$ cat src/rtl/ssev_pkg.sv
// Shared types and constants of the sprite scanline evaluator.
`timescale 1ns / 1ps

package ssev_pkg;

  // Attribute memory geometry: 256 bytes held as 64 four-byte words.
  localparam int unsigned BYTE_W  = 8;
  localparam int unsigned WORD_W  = 32;
  localparam int unsigned WORDS   = 64;
  localparam int unsigned WORD_AW = 6;
  localparam int unsigned LINE_W  = 9;
  localparam int unsigned MASK_W  = 64;
  localparam int unsigned COUNT_W = 4;
  localparam int unsigned HEIGHT_W = 5;

  localparam logic [BYTE_W-1:0]   EMPTY_BYTE   = 8'hFF;
  localparam logic [HEIGHT_W-1:0] SHORT_HEIGHT = 5'd8;

  // Parameter defaults for the top level.
  localparam int unsigned ENTRIES_DEF       = 64;
  localparam int unsigned SLOTS_DEF         = 8;
  localparam int unsigned VISIBLE_LINES_DEF = 240;

  typedef enum logic [1:0] {
    OP_SET_ADDR = 2'd0,
    OP_WRITE    = 2'd1,
    OP_READ     = 2'd2,
    OP_EVAL     = 2'd3
  } op_e;

  typedef struct packed {
    op_e                operation;
    logic [BYTE_W-1:0]  address_value;
    logic [BYTE_W-1:0]  write_byte;
    logic [LINE_W-1:0]  scanline;
  } cmd_t;

  typedef struct packed {
    logic [BYTE_W-1:0]  read_byte;
    logic [BYTE_W-1:0]  sprite_y;
    logic [BYTE_W-1:0]  sprite_tile;
    logic [BYTE_W-1:0]  sprite_attr;
    logic [BYTE_W-1:0]  sprite_x;
    logic               slot_filled;
    logic [COUNT_W-1:0] sprite_count;
    logic               sprite_zero_found;
    logic               overflow;
    logic [MASK_W-1:0]  selected_mask;
    logic               last;
  } result_t;

  // One-port-write, one-port-read request to the attribute memory.
  typedef struct packed {
    logic                we;
    logic [3:0]          be;
    logic [WORD_AW-1:0]  waddr;
    logic [WORD_W-1:0]   wdata;
    logic [WORD_AW-1:0]  raddr;
  } ram_req_t;

endpackage

$ cat src/rtl/ssev_oam_ram.sv
// Attribute memory: 64 x 32-bit words, byte-enable write, registered read.
`timescale 1ns / 1ps

module ssev_oam_ram
  import ssev_pkg::*;
(
  input  logic              clk_i,
  input  ram_req_t          req_i,
  output logic [WORD_W-1:0] rdata_o
);

  logic [WORD_W-1:0] mem_q [WORDS];
  logic [WORD_W-1:0] rdata_q;

  always_ff @(posedge clk_i) begin
    if (req_i.we) begin
      for (int b = 0; b < 4; b++) begin
        if (req_i.be[b]) begin
          mem_q[req_i.waddr][b*BYTE_W +: BYTE_W] <= req_i.wdata[b*BYTE_W +: BYTE_W];
        end
      end
    end
  end

  always_ff @(posedge clk_i) begin
    rdata_q <= mem_q[req_i.raddr];
  end

  assign rdata_o = rdata_q;

endmodule

$ cat src/rtl/ssev_slot_buf.sv
// Slot buffer: holds the words of the entries picked for the current line.
`timescale 1ns / 1ps

module ssev_slot_buf
  import ssev_pkg::*;
#(
  parameter int unsigned SLOTS = SLOTS_DEF,
  parameter int unsigned SIW   = (SLOTS > 1) ? $clog2(SLOTS) : 1
) (
  input  logic              clk_i,
  input  logic              wr_en_i,
  input  logic [SIW-1:0]    wr_idx_i,
  input  logic [WORD_W-1:0] wr_word_i,
  input  logic [SIW-1:0]    rd_idx_i,
  output logic [WORD_W-1:0] rd_word_o
);

  logic [WORD_W-1:0] slot_q [SLOTS];

  always_ff @(posedge clk_i) begin
    if (wr_en_i) begin
      slot_q[wr_idx_i] <= wr_word_i;
    end
  end

  assign rd_word_o = slot_q[rd_idx_i];

endmodule

$ cat src/rtl/sprite_scanline_evaluator.sv
// Top level: command decode, entry scan sequencer and result register.
`timescale 1ns / 1ps

// Set address and write byte finish when accepted and give no result.
// Read byte: the addressed word is read, then one result is registered.
// Evaluate: a scan with one memory read per entry, then SLOTS results on
// consecutive cycles; off-screen lines skip the scan.
// Reset: busy stays high during a clearing pass over every memory word.
// Results cannot be stalled; each one is strobed for exactly one cycle.

module sprite_scanline_evaluator
  import ssev_pkg::*;
#(
  parameter int unsigned ENTRIES       = ENTRIES_DEF,
  parameter int unsigned SLOTS         = SLOTS_DEF,
  parameter int unsigned VISIBLE_LINES = VISIBLE_LINES_DEF
) (
  input  logic    clk_i,
  input  logic    rst_ni,
  input  logic    start,
  output logic    busy,
  input  cmd_t    cmd_i,
  input  logic    cfg_we_i,
  input  logic    cfg_wdata_i,
  output logic    res_valid_o,
  output result_t res_o
);

  localparam int unsigned EIW = $clog2(ENTRIES);
  localparam int unsigned ECW = $clog2(ENTRIES + 1);
  localparam int unsigned SIW = (SLOTS > 1) ? $clog2(SLOTS) : 1;
  localparam int unsigned CW  = $clog2(SLOTS + 1);

  typedef enum logic [4:0] {
    ST_CLEAR = 5'b00001,
    ST_IDLE  = 5'b00010,
    ST_READ  = 5'b00100,
    ST_SCAN  = 5'b01000,
    ST_EMIT  = 5'b10000
  } state_e;

  state_e state_q, state_d;

  logic [BYTE_W-1:0]  addr_q, addr_d;       // host byte pointer
  logic               tall_q;                // 16-line sprites
  logic [WORD_AW-1:0] clr_q, clr_d;          // clearing pass word index
  logic [LINE_W-1:0]  line_q, line_d;
  logic [ECW-1:0]     issue_q, issue_d;      // next entry to read
  logic               rvalid_q, rvalid_d;    // memory data holds an entry
  logic [EIW-1:0]     ridx_q, ridx_d;        // entry index of memory data
  logic [CW-1:0]      cnt_q, cnt_d;
  logic               zero_q, zero_d;
  logic               over_q, over_d;
  logic [ENTRIES-1:0] mask_q, mask_d;
  logic [SIW-1:0]     emit_q, emit_d;
  result_t            res_q, res_d;
  logic               res_valid_q, res_valid_d;

  ram_req_t           ram_req;
  logic [WORD_W-1:0]  ram_rdata;
  logic               slot_we;
  logic [WORD_W-1:0]  slot_word;

  logic               accept;
  logic [LINE_W-1:0]  entry_y;
  logic [HEIGHT_W-1:0] height;
  logic               hit;

  assign accept = start && !busy;
  assign busy   = (state_q != ST_IDLE);

  // Y byte sits in the lowest lane of each entry word.
  assign entry_y = LINE_W'(ram_rdata[BYTE_W-1:0]);
  assign height  = tall_q ? (SHORT_HEIGHT << 1) : SHORT_HEIGHT;
  assign hit     = (entry_y <= line_q) && ((line_q - entry_y) < LINE_W'(height));

  ssev_oam_ram u_ram (
    .clk_i   (clk_i),
    .req_i   (ram_req),
    .rdata_o (ram_rdata)
  );

  ssev_slot_buf #(
    .SLOTS (SLOTS),
    .SIW   (SIW)
  ) u_slots (
    .clk_i     (clk_i),
    .wr_en_i   (slot_we),
    .wr_idx_i  (cnt_q[SIW-1:0]),
    .wr_word_i (ram_rdata),
    .rd_idx_i  (emit_q),
    .rd_word_o (slot_word)
  );

  always_comb begin
    state_d     = state_q;
    addr_d      = addr_q;
    clr_d       = clr_q;
    line_d      = line_q;
    issue_d     = issue_q;
    rvalid_d    = 1'b0;
    ridx_d      = ridx_q;
    cnt_d       = cnt_q;
    zero_d      = zero_q;
    over_d      = over_q;
    mask_d      = mask_q;
    emit_d      = emit_q;
    res_d       = res_q;
    res_valid_d = 1'b0;
    slot_we     = 1'b0;

    // Host reads use the word under the pointer; the scan walks entries.
    ram_req       = '0;
    ram_req.raddr = addr_q[BYTE_W-1:2];

    unique case (state_q)
      ST_CLEAR: begin
        // Sweep zeros through every word, one per cycle.
        ram_req.we    = 1'b1;
        ram_req.be    = 4'hF;
        ram_req.waddr = clr_q;
        clr_d         = clr_q + 1'b1;
        if (clr_q == WORD_AW'(WORDS - 1)) begin
          state_d = ST_IDLE;
        end
      end

      ST_IDLE: begin
        if (accept) begin
          unique case (cmd_i.operation)
            OP_SET_ADDR: begin
              addr_d = cmd_i.address_value;
            end
            OP_WRITE: begin
              // Store one byte lane, advance the pointer with 8-bit wrap.
              ram_req.we    = 1'b1;
              ram_req.be    = 4'b0001 << addr_q[1:0];
              ram_req.waddr = addr_q[BYTE_W-1:2];
              ram_req.wdata = {4{cmd_i.write_byte}};
              addr_d        = addr_q + 1'b1;
            end
            OP_READ: begin
              state_d = ST_READ;
            end
            OP_EVAL: begin
              line_d  = cmd_i.scanline;
              issue_d = '0;
              cnt_d   = '0;
              zero_d  = 1'b0;
              over_d  = 1'b0;
              mask_d  = '0;
              emit_d  = '0;
              // Off-screen lines select nothing: go straight to the slots.
              state_d = (cmd_i.scanline < LINE_W'(VISIBLE_LINES)) ? ST_SCAN : ST_EMIT;
            end
            default: ;
          endcase
        end
      end

      ST_READ: begin
        res_d                   = '0;
        res_d.read_byte         = ram_rdata[addr_q[1:0]*BYTE_W +: BYTE_W];
        res_d.sprite_y          = EMPTY_BYTE;
        res_d.sprite_tile       = EMPTY_BYTE;
        res_d.sprite_attr       = EMPTY_BYTE;
        res_d.sprite_x          = EMPTY_BYTE;
        res_d.last              = 1'b1;
        res_valid_d             = 1'b1;
        state_d                 = ST_IDLE;
      end

      ST_SCAN: begin
        // Issue one entry read per cycle; data returns in the following cycle.
        ram_req.raddr = WORD_AW'(issue_q[EIW-1:0]);
        if (issue_q != ECW'(ENTRIES)) begin
          rvalid_d = 1'b1;
          ridx_d   = issue_q[EIW-1:0];
          issue_d  = issue_q + 1'b1;
        end
        if (rvalid_q) begin
          if (hit && (cnt_q == CW'(SLOTS))) begin
            // A match past the last slot ends the walk; drop in-flight reads.
            over_d   = 1'b1;
            rvalid_d = 1'b0;
            state_d  = ST_EMIT;
          end else begin
            if (hit) begin
              slot_we        = 1'b1;
              cnt_d          = cnt_q + 1'b1;
              mask_d[ridx_q] = 1'b1;
              if (ridx_q == '0) begin
                zero_d = 1'b1;
              end
            end
            if (ridx_q == EIW'(ENTRIES - 1)) begin
              rvalid_d = 1'b0;
              state_d  = ST_EMIT;
            end
          end
        end
      end

      ST_EMIT: begin
        res_d.read_byte         = '0;
        res_d.slot_filled       = (CW'(emit_q) < cnt_q);
        res_d.sprite_y          = EMPTY_BYTE;
        res_d.sprite_tile       = EMPTY_BYTE;
        res_d.sprite_attr       = EMPTY_BYTE;
        res_d.sprite_x          = EMPTY_BYTE;
        if (CW'(emit_q) < cnt_q) begin
          res_d.sprite_y    = slot_word[0*BYTE_W +: BYTE_W];
          res_d.sprite_tile = slot_word[1*BYTE_W +: BYTE_W];
          res_d.sprite_attr = slot_word[2*BYTE_W +: BYTE_W];
          res_d.sprite_x    = slot_word[3*BYTE_W +: BYTE_W];
        end
        res_d.sprite_count      = COUNT_W'(cnt_q);
        res_d.sprite_zero_found = zero_q;
        res_d.overflow          = over_q;
        res_d.selected_mask     = MASK_W'(mask_q);
        res_d.last              = (emit_q == SIW'(SLOTS - 1));
        res_valid_d             = 1'b1;
        emit_d                  = emit_q + 1'b1;
        if (emit_q == SIW'(SLOTS - 1)) begin
          state_d = ST_IDLE;
        end
      end

      default: begin
        state_d = ST_IDLE;
      end
    endcase
  end

  // Control state.
  always_ff @(posedge clk_i or negedge rst_ni) begin
    if (!rst_ni) begin
      state_q     <= ST_CLEAR;
      addr_q      <= '0;
      tall_q      <= 1'b0;
      clr_q       <= '0;
      issue_q     <= '0;
      rvalid_q    <= 1'b0;
      cnt_q       <= '0;
      zero_q      <= 1'b0;
      over_q      <= 1'b0;
      mask_q      <= '0;
      emit_q      <= '0;
      res_valid_q <= 1'b0;
    end else begin
      state_q     <= state_d;
      addr_q      <= addr_d;
      clr_q       <= clr_d;
      issue_q     <= issue_d;
      rvalid_q    <= rvalid_d;
      cnt_q       <= cnt_d;
      zero_q      <= zero_d;
      over_q      <= over_d;
      mask_q      <= mask_d;
      emit_q      <= emit_d;
      res_valid_q <= res_valid_d;
      if (cfg_we_i) begin
        tall_q <= cfg_wdata_i;
      end
    end
  end

  // Payload: no reset needed.
  always_ff @(posedge clk_i) begin
    line_q <= line_d;
    ridx_q <= ridx_d;
    res_q  <= res_d;
  end

  assign res_valid_o = res_valid_q;
  assign res_o       = res_q;

  // A strobe only ever follows a read or a slot emission cycle.
  a_strobe_source: assert property (@(posedge clk_i) disable iff (!rst_ni)
    res_valid_o |-> ($past(state_q) == ST_READ || $past(state_q) == ST_EMIT))
    else $error("result strobe without a source state");

  // The pick count never runs past the slot table.
  a_count_bound: assert property (@(posedge clk_i) disable iff (!rst_ni)
    cnt_q <= CW'(SLOTS))
    else $error("slot count exceeds slot table");

  // Overflow is only flagged once every slot is taken.
  a_over_full: assert property (@(posedge clk_i) disable iff (!rst_ni)
    over_q |-> (cnt_q == CW'(SLOTS)))
    else $error("overflow with free slots");

  // An off-screen evaluation skips the scan entirely.
  a_offscreen: assert property (@(posedge clk_i) disable iff (!rst_ni)
    (accept && cmd_i.operation == OP_EVAL && cmd_i.scanline >= LINE_W'(VISIBLE_LINES))
    |=> (state_q == ST_EMIT && cnt_q == '0))
    else $error("off-screen line entered scan");

endmodule
$ cat config.mk
export PLATFORM = sky130hd
export DESIGN_NAME = sprite_scanline_evaluator
export DESIGN_NICKNAME = d
export VERILOG_FILES = /design/src/rtl/ssev_pkg.sv /design/src/rtl/ssev_oam_ram.sv /design/src/rtl/ssev_slot_buf.sv /design/src/rtl/sprite_scanline_evaluator.sv
export SDC_FILE = /design/constraint.sdc
export NUM_CORES = 2
export LEC_CHECK = 0
export ABC_CLOCK_PERIOD_IN_PS = 14200
export BUFFER_PORTS_ARGS = -buffer_cell sky130_fd_sc_hd__buf_2
export CORE_AREA = 2 2 553 610
export DETAILED_ROUTE_END_ITERATION = 7
export DIE_AREA = 0 0 555 612
export HOLD_SLACK_MARGIN = 0.06
export MAX_ROUTING_LAYER = met4
export RECOVER_POWER = 25
export SYNTH_ARGS = -nofsm -noshare
export SYNTH_HDL_FRONTEND = slang
export SYNTH_HIERARCHICAL = 1
export SYNTH_SLANG_ARGS = --single-unit
$ cat constraint.sdc
create_clock -name clk_i -period 14.2 [get_ports clk_i]
set_input_delay 2.84 -clock clk_i [delete_from_list [all_inputs] [get_ports clk_i]]
set_output_delay 2.84 -clock clk_i [all_outputs]
set_load 0.05 [all_outputs]
==> impl_metrics.prom <==
# TYPE chip_impl_metric gauge
chip_impl_metric{name="mappedNetlistNets",unit=""} 4839
chip_impl_info{name="critPathTopFamily",value="simple AND/OR/NAND/NOR gates"} 1
chip_impl_metric{name="synthesis.area_per_instance",unit="sq um"} 20.8
chip_impl_metric{name="grt_usage",unit="%"} 15.2
chip_impl_metric{name="fin_crit_sh",unit="%"} 60.5
chip_impl_metric{name="globalRouteOverflowTotal",unit=""} 0
chip_impl_metric{name="clock_transition_at_the_registers_of_the_reported_paths",unit="ns"} 0.06
chip_impl_metric{name="numClockSinks",unit=""} 2565
chip_impl_metric{name="wl_per_cell",unit="microns"} 26.6
chip_impl_metric{name="critPathMaxFanout",unit=""} 82
chip_impl_metric{name="cts_setup_buffers",unit=""} 0
chip_impl_metric{name="cts.repair.resized",unit=""} 0
chip_impl_metric{name="die_h",unit="microns"} 612
chip_impl_metric{name="path_buf_inv",unit=""} 4
chip_impl_metric{name="dpl.hpwl",unit="microns"} 160000
chip_impl_metric{name="first_pass_iters",unit=""} 5
chip_impl_metric{name="total_leakage_power",unit="nW"} 34.9
chip_impl_info{name="layout.cells.most_common",value="edfxtp_1"} 1
chip_impl_info{name="grt_setup_unrepaired",value="false"} 1
chip_impl_metric{name="async_reset_ff_share",unit="%"} 3.98
chip_impl_metric{name="dr_wl_met2",unit="microns"} 122000
chip_impl_metric{name="max_clock_freq",unit="MHz"} 116
chip_impl_metric{name="number_of_setup_violations_in_the_final_report",unit=""} 0
chip_impl_metric{name="postCtsHoldBufs",unit=""} 0
chip_impl_info{name="post_synth_main_area_contributors",value="edfxtp_1 73%, mux4_2 13%, dfrtp_1 2.5%, nor2_1 1.2%, mux4_1 1.1%"} 1
chip_impl_metric{name="placement.cell_area",unit="sq um"} 105000
chip_impl_metric{name="powerDensity",unit="nW/um^2"} 186
chip_impl_metric{name="final.fill_count",unit=""} 30800
chip_impl_metric{name="grt_start_max_net_pins",unit=""} 181
chip_impl_info{name="crit_chain",value="clkbuf_1 -> nand2b_1 -> nor2_1 -> clkbuf_1 -> and2_0 -> buf_4 -> buf_4"} 1
chip_impl_metric{name="ys_seq_area_share",unit="%"} 76.5
chip_impl_metric{name="placement.io_buffers",unit=""} 145
chip_impl_metric{name="placeable_core_region",unit="sq um"} 334000
chip_impl_info{name="dominantRegCellSynth",value="edfxtp_1"} 1
chip_impl_info{name="worst_path_max_delay_cell",value="and2_0"} 1
chip_impl_metric{name="syn_inst",unit=""} 4785
chip_impl_metric{name="die_width",unit="microns"} 555
chip_impl_metric{name="layout_min_cycle_time",unit="ns"} 8.59
chip_impl_metric{name="timing.setup.tns",unit="ns"} 0
chip_impl_metric{name="synthToLayoutAreaGrowth",unit="%"} 14.4
chip_impl_metric{name="cts_inserted_buffers",unit=""} 278
chip_impl_metric{name="floorplan.initialDensity",unit="%"} 29.8
chip_impl_info{name="status",value="complete, but fails checks"} 1
chip_impl_metric{name="multi_input_gate_area",unit="sq um"} 22000
chip_impl_metric{name="met3_wirelength",unit="microns"} 22600
chip_impl_metric{name="die_area",unit="sq um"} 340000
chip_impl_metric{name="io-pin-count",unit=""} 146
chip_impl_metric{name="cts.htree.levels",unit=""} 5
chip_impl_metric{name="placementRows",unit=""} 223
chip_impl_info{name="tritoncts",value="yes"} 1
chip_impl_metric{name="synth_enable_flop_cells",unit=""} 2431
chip_impl_metric{name="finalNetCount",unit=""} 5086
chip_impl_metric{name="route.antenna.remaining_nets",unit=""} 0
chip_impl_metric{name="drcViolationCount",unit=""} 0
chip_impl_metric{name="ys_seq_elements",unit=""} 2565
chip_impl_metric{name="worst_setup_skew_after_layout",unit="ns"} 0.0707
chip_impl_metric{name="vdd_drop_max",unit="V"} 0.000140
chip_impl_metric{name="synthDistinctLibCells",unit=""} 70
chip_impl_metric{name="synth-warning-count",unit=""} 6
chip_impl_metric{name="register_cell_area_after_layout",unit="sq um"} 76200
chip_impl_metric{name="detail_route.iter0.violations",unit=""} 5929
chip_impl_metric{name="final_layout_size_suffix_gt1_share",unit="%"} 23.6
chip_impl_info{name="netlist.top_cell.by_area",value="edfxtp_1"} 1
chip_impl_metric{name="hold_violations",unit=""} 0
chip_impl_info{name="min-delay-path-class",value="flop to flop"} 1
chip_impl_metric{name="worstMarginPinSlew",unit="ns"} 4.77
chip_impl_metric{name="via_count",unit=""} 49000
chip_impl_info{name="timing_worst_setup_path_type",value="input port to flop"} 1
chip_impl_metric{name="avg_vias_per_cell",unit=""} 5.10
chip_impl_info{name="clock-root-buffer",value="clkbuf_16"} 1
chip_impl_metric{name="cpPeakStageDelay",unit="ns"} 3.46
chip_impl_metric{name="met1_length",unit="microns"} 104000
chip_impl_metric{name="clock_tree.buffer_depth",unit=""} 4
chip_impl_metric{name="place.gp.congestion",unit=""} 0.870
chip_impl_metric{name="cp.required",unit="ns"} 14.78
chip_impl_info{name="top_layer",value="met4"} 1
chip_impl_metric{name="grt_antenna_before_repair",unit=""} 12
chip_impl_metric{name="maxCapViolations",unit=""} 13
chip_impl_metric{name="dp.cells",unit=""} 9139
chip_impl_metric{name="drt-total-wl",unit="microns"} 256000
chip_impl_metric{name="grt_pass1_vias",unit=""} 49000
chip_impl_metric{name="power.total",unit="mW"} 21.2
chip_impl_metric{name="worstSkewPairLatency",unit="ns"} 0.92
chip_impl_metric{name="postLayoutCellArea",unit="sq um"} 114000
chip_impl_metric{name="synth_top_area_share",unit="%"} 73.3
chip_impl_metric{name="critical_path_arrival",unit="ns"} 9.17
chip_impl_info{name="failing_checks",value="capacitance limit, slew limit"} 1
chip_impl_metric{name="max-slew-margin-rel",unit="%"} -218
chip_impl_metric{name="grt_pass1_wl",unit="microns"} 366000
chip_impl_info{name="commonest_cells_after_routing_fill_and_taps_aside",value="2,431 x edfxtp_1, 575 x mux4_2, 313 x nor2_1"} 1
chip_impl_metric{name="final_max_slew_viol_count",unit=""} 775
chip_impl_info{name="cp-start-kind",value="input port"} 1
chip_impl_metric{name="finish.cell_count_without_fillers",unit=""} 9620
chip_impl_info{name="worst_setup_path_end_kind",value="flop"} 1
chip_impl_metric{name="synth_area",unit="sq um"} 99500
flip-flops by register name, indices dropped and copies added (netlist names):
signal / cells
u_slots/slot_q: 256
mask_q: 64
res_o: 112
issue_q: 7
over_q: 1
ridx_q: 6
u_ram/mem_q: 2048
tall_q: 1
line_q: 9
cnt_q: 4
res_valid_o: 1
clr_q: 6
u_ram/rdata_o: 32
rvalid_q: 1
state_q: 5
emit_q: 3
zero_q: 1
addr_q: 8
path summary, 6_finish.rpt:
| kind | start | end | slack [ns] | cells after the start |
|---|---|---|---|---|
| min in group asynchronous | rst_ni | mask_q[6] | 2.44 | 1 |
| max in group asynchronous | rst_ni | emit_q[0] | 6.78 | 2 |
| worst max register to register | state_q[4] | u_ram/mem_q[22][21] | 6.79 | 8 |
| worst min-delay path | mask_q[0] | mask_q[0] | 0.47 | 2 |
| worst min register to register | mask_q[0] | mask_q[0] | 0.47 | 2 |
| worst max-delay path | cmd_i[26] | u_ram/mem_q[22][21] | 5.61 | 7 |
cells by family (layout without fill, tap and decap cells):
| kind of cell | count (synthesis) | after routing | share of synthesized area [%] |
|---|---|---|---|
| DFF | 2565 | 2565 | 76.5 |
| xor gates and xnor gates | 11 | 11 | 0.0968 |
| muxes | 754 | 754 | 15.5 |
| buffers and inverters | 288 | 730 | 1.47 |
| and+or+nand+nor | 797 | 797 | 3.74 |
| AOI/OAI and AO/OA | 348 | 348 | 2.33 |
| other | 0 | 6 | 0 |
| adders and majority gates | 22 | 22 | 0.277 |
power breakdown:
| group | internal (mW) | total, mW | switching, mW |
|---|---|---|---|
| clock | 4.13 | 6.98 | 2.84 |
| combinational | 1.99 | 5.31 | 3.32 |
| sequential | 8.59 | 8.88 | 0.290 |
worst min-delay path, stage by stage (launching register included):
cell and delay (ns):
dfrtp_1 0.33, nand2_1 0.04, o21ai_0 0.06
per-stage QoR:
step	util, %	hold WS (ns)	setup slack, ns
after CTS	34.1	0.477	8.25
after global routing	34.1	0.490	5.00
after floorplan	-	0.442	1.81
final	34.1	0.472	5.61
after global placement	31.5	0.452	7.55
after detailed placement	31.5	0.464	7.48
synthesized netlist by cell type, types with 38 or more instances:
cell and n:
dfrtp_1 101, mux2_2 59, and2_1 88, o21ai_0 53, or2_2 38, mux4_2 575
buf_2 69, edfxtp_1 2431, mux4_1 40, o22ai_1 48, a21oi_1 51, mux2i_1 80
clkbuf_1 110, a22oi_1 50, nor2_1 321, nand2_1 205
per-layer routing:
metal  vias to the layer above  track usage, %
li1                      20200               -
met1                     26000            20.1
met2                      2450            23.6
met3                       383            3.11
met4                         0            4.81
met5                         -               -
area by class of cell:
cell class / instances / share of cell area (%)
repair buffers: 226 / 1.13
multi-input cells: 1932 / 19.3
clock inverters: 132 / 1.11
inverters: 29 / 0.0956
flip-flops and latches: 2565 / 66.9
diodes: 6 / 0.0132
clock buffers: 343 / 6.54
well taps: 4387 / 4.82
No activity file was read; power rests on OpenSTA's default activity.
